==> src/hw/rtl/lr_pkg.sv <==
// ----------------------------------------------------------------------------
// lr_pkg
// Shared constants and types for the Life row-step block.
// ----------------------------------------------------------------------------
package lr_pkg;

    localparam int LR_COLS    = 64;  // cells per row, one lane each
    localparam int LR_WIDTH_W = 7;   // board_width register bits
    localparam int LR_ADDR_W  = 2;   // APB byte address bits
    localparam int LR_DATA_W  = 32;  // APB data bits

    localparam logic [LR_WIDTH_W-1:0] LR_WIDTH_RESET = LR_WIDTH_W'(LR_COLS);
    localparam logic [LR_ADDR_W-1:0]  LR_ADDR_BOARD_WIDTH = '0;

    // output buffer
    localparam int LR_BUF_DEPTH = 4;
    localparam int LR_PTR_W     = $clog2(LR_BUF_DEPTH);
    localparam int LR_CNT_W     = $clog2(LR_BUF_DEPTH + 1);

    // one result row with its end-of-board flag
    typedef struct packed {
        logic               last;
        logic [LR_COLS-1:0] cells;
    } lr_row_t;

    // up to two results written into the output buffer in one cycle
    typedef struct packed {
        logic [1:0] n;      // number of entries written, 0..2
        lr_row_t    first;
        lr_row_t    second;
    } lr_push_t;

endpackage

==> src/hw/rtl/life_automaton_row_step.sv <==
// ----------------------------------------------------------------------------
// life_automaton_row_step
// Conway's Life, one generation, on a board streamed one row per request.
// ----------------------------------------------------------------------------
// A result row is written into the output queue on the accept that completes it.
// One row per cycle while s_tready is high; all 64 columns run in parallel lanes.
// A last row after another row yields two results for the 4-entry output queue;
// s_tready drops when fewer than two entries are free.
// Reset (aresetn low, synchronous): row history and queue clear, width = 64.
// ----------------------------------------------------------------------------
module life_automaton_row_step
    import lr_pkg::*;
(
    input  logic                  aclk,
    input  logic                  aresetn,
    // input rows
    input  logic                  s_tvalid,
    output logic                  s_tready,
    input  logic [LR_COLS-1:0]    s_tdata,   // [63:0] row_cells
    input  logic                  s_tlast,   // last_row
    // result rows
    output logic                  m_tvalid,
    input  logic                  m_tready,
    output logic [LR_COLS-1:0]    m_tdata,   // [63:0] next_cells
    output logic                  m_tlast,   // last_out
    // configuration
    input  logic                  psel,
    input  logic                  penable,
    input  logic                  pwrite,
    input  logic [LR_ADDR_W-1:0]  paddr,
    input  logic [LR_DATA_W-1:0]  pwdata,
    output logic [LR_DATA_W-1:0]  prdata,
    output logic                  pready
);

    logic [LR_WIDTH_W-1:0] width_reg;
    logic [LR_COLS-1:0]    above_reg, above_next;
    logic [LR_COLS-1:0]    middle_reg, middle_next;
    logic                  mvalid_reg, mvalid_next;

    logic                  accept;
    logic                  room;
    logic [LR_COLS-1:0]    gen_prev;  // row before the incoming one
    logic [LR_COLS-1:0]    gen_tail;  // incoming last row, dead row below
    logic [LR_COLS-1:0]    tail_up;
    lr_push_t              push;
    lr_row_t               out_row;

    // ---------------- configuration ----------------
    assign pready = 1'b1;
    assign prdata = LR_DATA_W'(width_reg);

    always_ff @(posedge aclk) begin
        if (!aresetn) begin
            width_reg <= LR_WIDTH_RESET;
        end else if (psel && penable && pwrite && pready
                     && (paddr == LR_ADDR_BOARD_WIDTH)) begin
            width_reg <= pwdata[LR_WIDTH_W-1:0];
        end
    end

    // ---------------- row history ----------------
    assign s_tready = room;
    assign accept   = s_tvalid && s_tready;
    assign tail_up  = mvalid_reg ? middle_reg : '0;

    always_comb begin
        above_next  = above_reg;
        middle_next = middle_reg;
        mvalid_next = mvalid_reg;
        if (accept) begin
            if (s_tlast) begin
                above_next  = '0;
                middle_next = '0;
                mvalid_next = 1'b0;
            end else begin
                above_next  = tail_up;
                middle_next = s_tdata;
                mvalid_next = 1'b1;
            end
        end
    end

    always_ff @(posedge aclk) begin
        if (!aresetn) begin
            above_reg  <= '0;
            middle_reg <= '0;
            mvalid_reg <= 1'b0;
        end else begin
            above_reg  <= above_next;
            middle_reg <= middle_next;
            mvalid_reg <= mvalid_next;
        end
    end

    // ---------------- generation units ----------------
    lr_gen u_gen_prev (
        .up_row    (above_reg),
        .mid_row   (middle_reg),
        .down_row  (s_tdata),
        .cfg_width (width_reg),
        .next_row  (gen_prev)
    );

    lr_gen u_gen_tail (
        .up_row    (tail_up),
        .mid_row   (s_tdata),
        .down_row  ('0),
        .cfg_width (width_reg),
        .next_row  (gen_tail)
    );

    // first slot: previous row if there is one, else the tail of a one-row board
    always_comb begin
        push.n = 2'd0;
        if (accept) begin
            push.n = 2'(mvalid_reg) + 2'(s_tlast);
        end
        push.first.cells  = mvalid_reg ? gen_prev : gen_tail;
        push.first.last   = !mvalid_reg;
        push.second.cells = gen_tail;
        push.second.last  = 1'b1;
    end

    // ---------------- output queue ----------------
    lr_obuf u_obuf (
        .aclk      (aclk),
        .aresetn   (aresetn),
        .push      (push),
        .room      (room),
        .out_valid (m_tvalid),
        .out_ready (m_tready),
        .out_row   (out_row)
    );

    assign m_tdata = out_row.cells;
    assign m_tlast = out_row.last;

endmodule

==> src/hw/rtl/lr_lane.sv <==
// ----------------------------------------------------------------------------
// lr_lane
// One cell of the Life rule: neighbour count and survive/birth decision.
// ----------------------------------------------------------------------------
module lr_lane
    import lr_pkg::*;
(
    input  logic [2:0] up,    // columns j-1, j, j+1 of the row above
    input  logic [2:0] mid,   // same columns of the current row
    input  logic [2:0] down,  // same columns of the row below
    output logic       alive
);

    logic [3:0] ncount;

    assign ncount = 4'(up[0]) + 4'(up[1]) + 4'(up[2])
                  + 4'(mid[0]) + 4'(mid[2])
                  + 4'(down[0]) + 4'(down[1]) + 4'(down[2]);

    assign alive = (ncount == 4'd3) || (mid[1] && (ncount == 4'd2));

endmodule

==> src/hw/rtl/lr_gen.sv <==
// ----------------------------------------------------------------------------
// lr_gen
// One generation of a row: column mask, one lane per column, merged result.
// ----------------------------------------------------------------------------
module lr_gen
    import lr_pkg::*;
(
    input  logic [LR_COLS-1:0]    up_row,
    input  logic [LR_COLS-1:0]    mid_row,
    input  logic [LR_COLS-1:0]    down_row,
    input  logic [LR_WIDTH_W-1:0] cfg_width,
    output logic [LR_COLS-1:0]    next_row
);

    logic [LR_COLS-1:0] col_mask;
    logic [LR_COLS-1:0] lane_alive;
    logic [LR_COLS+1:0] up_pad;
    logic [LR_COLS+1:0] mid_pad;
    logic [LR_COLS+1:0] down_pad;

    // dead border on both sides
    assign up_pad   = {1'b0, up_row   & col_mask, 1'b0};
    assign mid_pad  = {1'b0, mid_row  & col_mask, 1'b0};
    assign down_pad = {1'b0, down_row & col_mask, 1'b0};

    for (genvar j = 0; j < LR_COLS; j++) begin : g_lane
        // widths above the row size keep every column
        assign col_mask[j] = (cfg_width > LR_WIDTH_W'(j));

        lr_lane u_lane (
            .up    (up_pad[j+2:j]),
            .mid   (mid_pad[j+2:j]),
            .down  (down_pad[j+2:j]),
            .alive (lane_alive[j])
        );
    end

    assign next_row = lane_alive & col_mask;

endmodule

==> src/hw/rtl/lr_obuf.sv <==
// ----------------------------------------------------------------------------
// lr_obuf
// Small result queue: up to two rows in a cycle, one out a cycle on out_ready.
// ----------------------------------------------------------------------------
module lr_obuf
    import lr_pkg::*;
(
    input  logic               aclk,
    input  logic               aresetn,
    input  lr_push_t           push,
    output logic               room,     // space for two more rows
    output logic               out_valid,
    input  logic               out_ready,
    output lr_row_t            out_row
);

    lr_row_t               data_reg [LR_BUF_DEPTH];
    logic [LR_PTR_W-1:0]   wr_ptr_reg, wr_ptr_next;
    logic [LR_PTR_W-1:0]   rd_ptr_reg, rd_ptr_next;
    logic [LR_CNT_W-1:0]   count_reg, count_next;
    logic                  pop;

    assign out_valid = (count_reg != '0);
    assign out_row   = data_reg[rd_ptr_reg];
    assign room      = (count_reg <= LR_CNT_W'(LR_BUF_DEPTH - 2));
    assign pop       = out_valid && out_ready;

    always_comb begin
        wr_ptr_next = wr_ptr_reg + LR_PTR_W'(push.n);
        rd_ptr_next = rd_ptr_reg + LR_PTR_W'(pop);
        count_next  = count_reg + LR_CNT_W'(push.n) - LR_CNT_W'(pop);
    end

    always_ff @(posedge aclk) begin
        if (!aresetn) begin
            wr_ptr_reg <= '0;
            rd_ptr_reg <= '0;
            count_reg  <= '0;
        end else begin
            wr_ptr_reg <= wr_ptr_next;
            rd_ptr_reg <= rd_ptr_next;
            count_reg  <= count_next;
        end
    end

    always_ff @(posedge aclk) begin
        if (push.n != 2'd0) begin
            data_reg[wr_ptr_reg] <= push.first;
        end
        if (push.n == 2'd2) begin
            data_reg[wr_ptr_reg + LR_PTR_W'(1)] <= push.second;
        end
    end

endmodule

==> config.mk <==
export PLATFORM = sky130hd
export DESIGN_NAME = life_automaton_row_step
export DESIGN_NICKNAME = d
export VERILOG_FILES = /design/src/hw/rtl/lr_pkg.sv /design/src/hw/rtl/life_automaton_row_step.sv /design/src/hw/rtl/lr_lane.sv /design/src/hw/rtl/lr_gen.sv /design/src/hw/rtl/lr_obuf.sv
export SDC_FILE = /design/constraint.sdc
export NUM_CORES = 2
export LEC_CHECK = 0
export BUFFER_PORTS_ARGS = -buffer_cell sky130_fd_sc_hd__buf_2
export CORE_MARGIN = 2
export CORE_UTILIZATION = 30
export DETAILED_ROUTE_END_ITERATION = 16
export GPL_TIMING_DRIVEN = 0
export PLACE_DENSITY = 0.51
export SYNTH_ARGS = -nofsm -noshare
export SYNTH_HDL_FRONTEND = slang
export SYNTH_SLANG_ARGS = --single-unit
==> constraint.sdc <==
create_clock -name aclk -period 13.5 [get_ports aclk]
set_input_delay 2.7 -clock aclk [delete_from_list [all_inputs] [get_ports aclk]]
set_output_delay 2.7 -clock aclk [all_outputs]
set_load 0.01 [all_outputs]
---- Word level (Yosys, flattened, before mapping) ----
Memories as Yosys holds them, arrays and structs flattened. A register that Yosys moved wholly into a read port is not among the register bits.
Cells that the tools add are included.
word-level totals
  flip-flop bits (word level) ............. 143
  output and inout bits ................... 100
  memories kept ........................... 1
  word-level logic and storage cells ...... 1310
  memory bits (writable) .................. 260
cells by class
  eq/ne operators ......................... 257
  mux-type cells .......................... 11
  $lt $le $gt $ge ......................... 65
  $add $sub $neg .......................... 698
  reductions and logical operators ........ 265
  bitwise operators ....................... 6
memory list
  memory           words  bits a word  rd ports  clocked after memory_dff  write ports  RTL line       source
  u_obuf.data_reg  4      65           1         1                         2            lr_obuf.sv:17  lr_row_t data_reg [LR_BUF_DEPTH];
operators with widths
  kind                 count
  $add 4x1->4          565
  $eq 4x2->1 const B   254
  $and 64x64->64       6
  $mux 64              4
  $add 1x1->2          127
  $gt 7x6->1 const B   32
  $logic_and 1x1->1    133
  $logic_or 1x1->1     128
  $gt 7x5->1 const B   16
  $gt 7x4->1 const B   8
  $gt 7x3->1 const B   4
  $gt 7x1->1 const B   2
  $gt 7x2->1 const B   2
  $eq 3x2->1 const B   2
  $mux 1               5
  $mux 2               2
  $add 2x1->3          1
  $add 3x2->3          1
  $le 3x2->1 const B   1
  $reduce_bool 3->1    1
  $sub 3x1->3          1
  $add 2x1->2          1
  $add 2x1->2 const B  1
  $add 2x2->2          1
  other kinds (4)      4

---- Depth between registers and ports, before layout ----
  depth in word-level cells ............... 14
  depth in mapped cells ................... 19

---- Cells and area by module ----
Synthesis repeated with hierarchy kept, for this count alone.
unflattened totals
  cell total of the unflattened synthesis .. 4460
  area, all modules ....................... 47117.7 µm²
by module, submodules not included
  module                                      times used  cells an instance  seq. area each (µm²)  area each (µm²)
  lr_obuf                                     1           673                7947.6                12936.2
  lr_lane (u_gen_prev.g_lane[26].u_lane ...)  65          17                 0.0                   177.7
  lr_lane (u_gen_prev.g_lane[0].u_lane ...)   63          17                 0.0                   162.7
  life_automaton_row_step                     1           709                2722.6                6635.1
  lr_gen                                      2           451                0.0                   2875.3

---- Least setup slack after synthesis ----
Ideal clock, no wire load.
  path type ............................... input-to-reg
  start point ............................. input s_tlast
  end point ............................... memory u_obuf.data_reg[0][0] (netlist name) (enable)
  setup slack ............................. 7563 ps
  library setup time ...................... 688 ps
  arrival ................................. 5250 ps
  path buffers ............................ 3
  stages on the path ...................... 7
  path through ............................ ha_1 clkbuf_1 and4b_1 nand3_1 clkbuf_1 clkbuf_1 nand2_1
RTL lines
  item                RTL line                       source
  start: declaration  life_automaton_row_step.sv:20  input logic s_tlast,
  end: declaration    lr_obuf.sv:17

==> run_results.csv <==
group,metric,value,unit
cts,cts_buffers,51,
synthesis,synth_top_area_cell,"edfxtp_1",
placement,hpwl,113000,um
timing,rsz0062_at_grt,"no",
cts,cts_resized,0,
placement,dp_cells,5565,
critical_path,startpoint_type,"flop",
timing,max_freq,0.146,GHz
routing,routedWlPerCell,25.9,um
cts,ctsHtreeMaxLevel,2,
timing,period_needed,6.86,ns
die,die_h,357,um
synthesis,synth-seq-area-share,0.284,
synthesis,synth_cell_types,80,
cts,cts_sinks,403,
synthesis,netlist_instances,3744,
power,sw_frac_of_total,0.404,
cells_and_area,fin_cells,5673,
power,clock_power_share,0.304,
synthesis,synth_area_leaders,"edfxtp_1 (21%), fa_1 (20%), ha_1 (11%)",
cts,clk_path_buf_depth,3,
critical_path,critPathMaxStageDelay,1.03,ns
cts,ctsHoldBuffers,0,
critical_path,arrival,7.36,ns
die,core-area,124000,sq um
routing,drc,0,
timing,maxSlewHeadroom,-0.0732,
job,maxCapViolCount,2,
synthesis,synth-seq-cells,403,
critical_path,worst-setup-path-type,"flop to flop",
timing,final_max_slew_viol_count,22,
critical_path,crit_slowest_cell,"clkbuf_1",
timing,skew,0.0223,ns
hold_path,hold_path_startpoint,"u_obuf.data_reg[2][64]",
critical_path,rr_endpoint,"u_obuf.data_reg[0][10]",
timing,worst_slew_pin_slew,1.60,ns
synthesis,synth_commonest_cells,"inv_1 (685), fa_1 (379), ha_1 (324), nand2_1 (285), edfxtp_1 (256)",
global_routing,overflow,0,
hold_path,hp-class,"flop to flop",
critical_path,r2r-start,"mvalid_reg",
cts,root_buffer,"clkbuf_16",
critical_path,cp_common_cell,"inv_1",
hold_path,min_path_cells,2,
global_routing,antenna_found_initial,30,
synthesis,yosys_warnings,0,
power,power.density,111,nW/um^2
power,intPower,0.00280,W
routing,drt-pass1-iter-count,5,
synthesis,synth-main-ff-cell,"edfxtp_1",
placement,place_congestion,0.930,
placement,port_buffers,153,
synthesis,postSynthAreaPerCell,10.0,sq um
synthesis,synth-edff-count,256,
timing,setup_tns,0,ns
die,io-pin-count,206,
die,core.rowCount,129,
synthesis,syn_area,37500,sq um
global_routing,grt_pass1_vias,29800,
cts,postCtsSetupRepairBufs,0,
timing,setup_viol,0,
hold_path,whs_endpoint,"u_obuf.data_reg[2][64]",
critical_path,r2r_cells,16,
power,cellLeakagePower,18.6,nW
cells_and_area,drive_gt1_frac,0.111,
cells_and_area,area_growth,12.8,%
die,die_w,357,um
routing,drtIter0Drc,3152,
critical_path,path_cells,"buf_2 > clkbuf_1 > buf_1 > buf_1 > nand2_1 > inv_1 > ha_1 > inv_1 > fa_1 > inv_1 > ha_1 > fa_1 > nor3b_1 > nor3b_1 > a221oi_1 > nor2_1",
cts,insertion_delay,0.64,ns
synthesis,yosysMostFrequentCell,"inv_1",
synthesis,async_flop_share,0,
routing,routed_wl,147000,um
cts,cts_tree,"built",
global_routing,grt_usage,0.229,
routing,via_per_inst,5.28,
critical_path,ff2ff_setup_slack,6.64,ns
routing,ant_nets,0,
power,pwr-share-comb,0.386,
critical_path,cp_max_fo,10,
run_status,status,"finished, violations left",
cells_and_area,largest_reg_flops,260,
timing,hold_viol_final,0,
cells_and_area,layout.nets,4790,
die,dieArea,128000,sq um
critical_path,endpoint_kind,"flop",
power,p_switching,0.00189,W
critical_path,worstPathRequired,14.00,ns
die,start_util,0.303,
timing,fin_crit_sh,0.508,
power,seqPwrFrac,0.310,
routing,num_vias,29900,
run_status,violations,"capacitance limit, slew limit",
power,ir_drop,97.8,uV
synthesis,synth_top_area_frac,0.205,
cts,cts.clk_slew.worst_paths,0.07,ns
global_routing,grt_pass1_wl,211000,um
global_routing,grt_max_degree,45,
==> cells in the final DEF (no fill, tap or decap), drive strengths merged, types with 24 or more instances in the layout <==
| cell type | instances |
|---|---|
| ha | 324 |
| inv | 688 |
| conb | 26 |
| mux4 | 65 |
| o2111ai | 26 |
| clkbuf | 163 |
| nand3b | 67 |
| nor2 | 190 |
| a22oi | 89 |
| buf | 253 |
| o211ai | 36 |
| and3 | 25 |
| o21ai | 56 |
| nor3 | 24 |
| nor2b | 127 |
| o22ai | 155 |
| a211oi | 26 |
| a21oi | 39 |
| edfxtp | 256 |
| nand2 | 286 |
| dfxtp | 147 |
| a21boi | 68 |
| a31oi | 34 |
| nand2b | 37 |
| or3 | 26 |
| fa | 379 |
| clkinv | 24 |
| and2 | 145 |
==> cell families (layout without fill, tap and decap cells) <==
group / after synthesis / in the layout / synth area share
simple gates: 1009 / 1009 / 0.141
buf+inv: 879 / 1135 / 0.0930
fa+ha+maj: 703 / 703 / 0.311
compound gates: 664 / 664 / 0.127
flops: 403 / 403 / 0.284
mux: 79 / 79 / 0.0429
xor+xnor: 5 / 5 / 0.00117
other cells: 2 / 38 / 0.000201
==> cell type report <==
| class | instances | area [sq um] |
|---|---|---|
| fill | 12600 | 81500 |
| timing repair buffer | 160 | 913 |
| inverter | 685 | 2570 |
| sequential | 403 | 10600 |
| clock inverter | 34 | 340 |
| tap | 1637 | 2050 |
| antenna | 12 | 30.0 |
| multi-input combinational | 2486 | 23500 |
| buffer | 194 | 923 |
| clock buffer | 62 | 1330 |
==> worst max-delay path: cells and delay by family (launching register included) <==
kind                     cells  cell delay (ns)
adder cells (fa/ha/maj)      4             1.30
AND/OR/NAND/NOR              4             1.60
AO/OA/AOI/OAI                1             0.08
flip-flops                   1             0.34
buffers and inverters        7             3.38
==> worst max-delay path by stage <==
| stage | start | endpoint | depth (start not counted) | slack [ns] |
|---|---|---|---|---|
| 2_1_floorplan | s_tlast | u_obuf.data_reg[0][0] | 7 | 7.56 |
| 3_3_place_gp | s_tlast | u_obuf.data_reg[0][57] | 8 | 4.18 |
| 3_5_place_dp | s_tlast | u_obuf.data_reg[0][57] | 9 | 6.57 |
| 4_1_cts | mvalid_reg | u_obuf.data_reg[0][10] | 16 | 6.77 |
| 5_1_grt | mvalid_reg | u_obuf.data_reg[0][10] | 16 | 6.63 |
| 6_report | mvalid_reg | u_obuf.data_reg[0][10] | 16 | 6.64 |
==> per-layer routing <==
metal  vias up  wire (um)  GRT usage
met2      1347      66600      0.369
met3       282      13700     0.0520
met4        28       6100     0.0820
li1      13200          -          -
met5         -        157          0
met1     15100      60300      0.302
==> power by group through the flow <==
stage	sequential [W]	combinational (W)	clock, W
final	0.00146	0.00181	0.00143
after global routing	0.00146	0.00195	0.00148
after CTS	0.00145	0.00180	0.00143
after detailed placement	0.00148	0.00179	0
after global placement	0.00149	0.00176	0
after floorplan	0.00147	0.00102	0
==> through the flow <==
| stage | util | worst slack (ns) | cell area, sq um | hold WS [ns] | power (W) |
|---|---|---|---|---|---|
| finish | 0.341 | 6.64 | 42300 | 0.444 | 0.00469 |
| global route | 0.341 | 6.63 | 42200 | 0.461 | 0.00489 |
| CTS | 0.341 | 6.77 | 42200 | 0.442 | 0.00469 |
| detailed placement | 0.328 | 6.57 | 40600 | 0.433 | 0.00327 |
| global placement | 0.326 | 4.18 | 40400 | 0.426 | 0.00325 |
| floorplan | - | 7.56 | 37500 | 0.418 | 0.00249 |
Power figures use the tool's default switching activity.
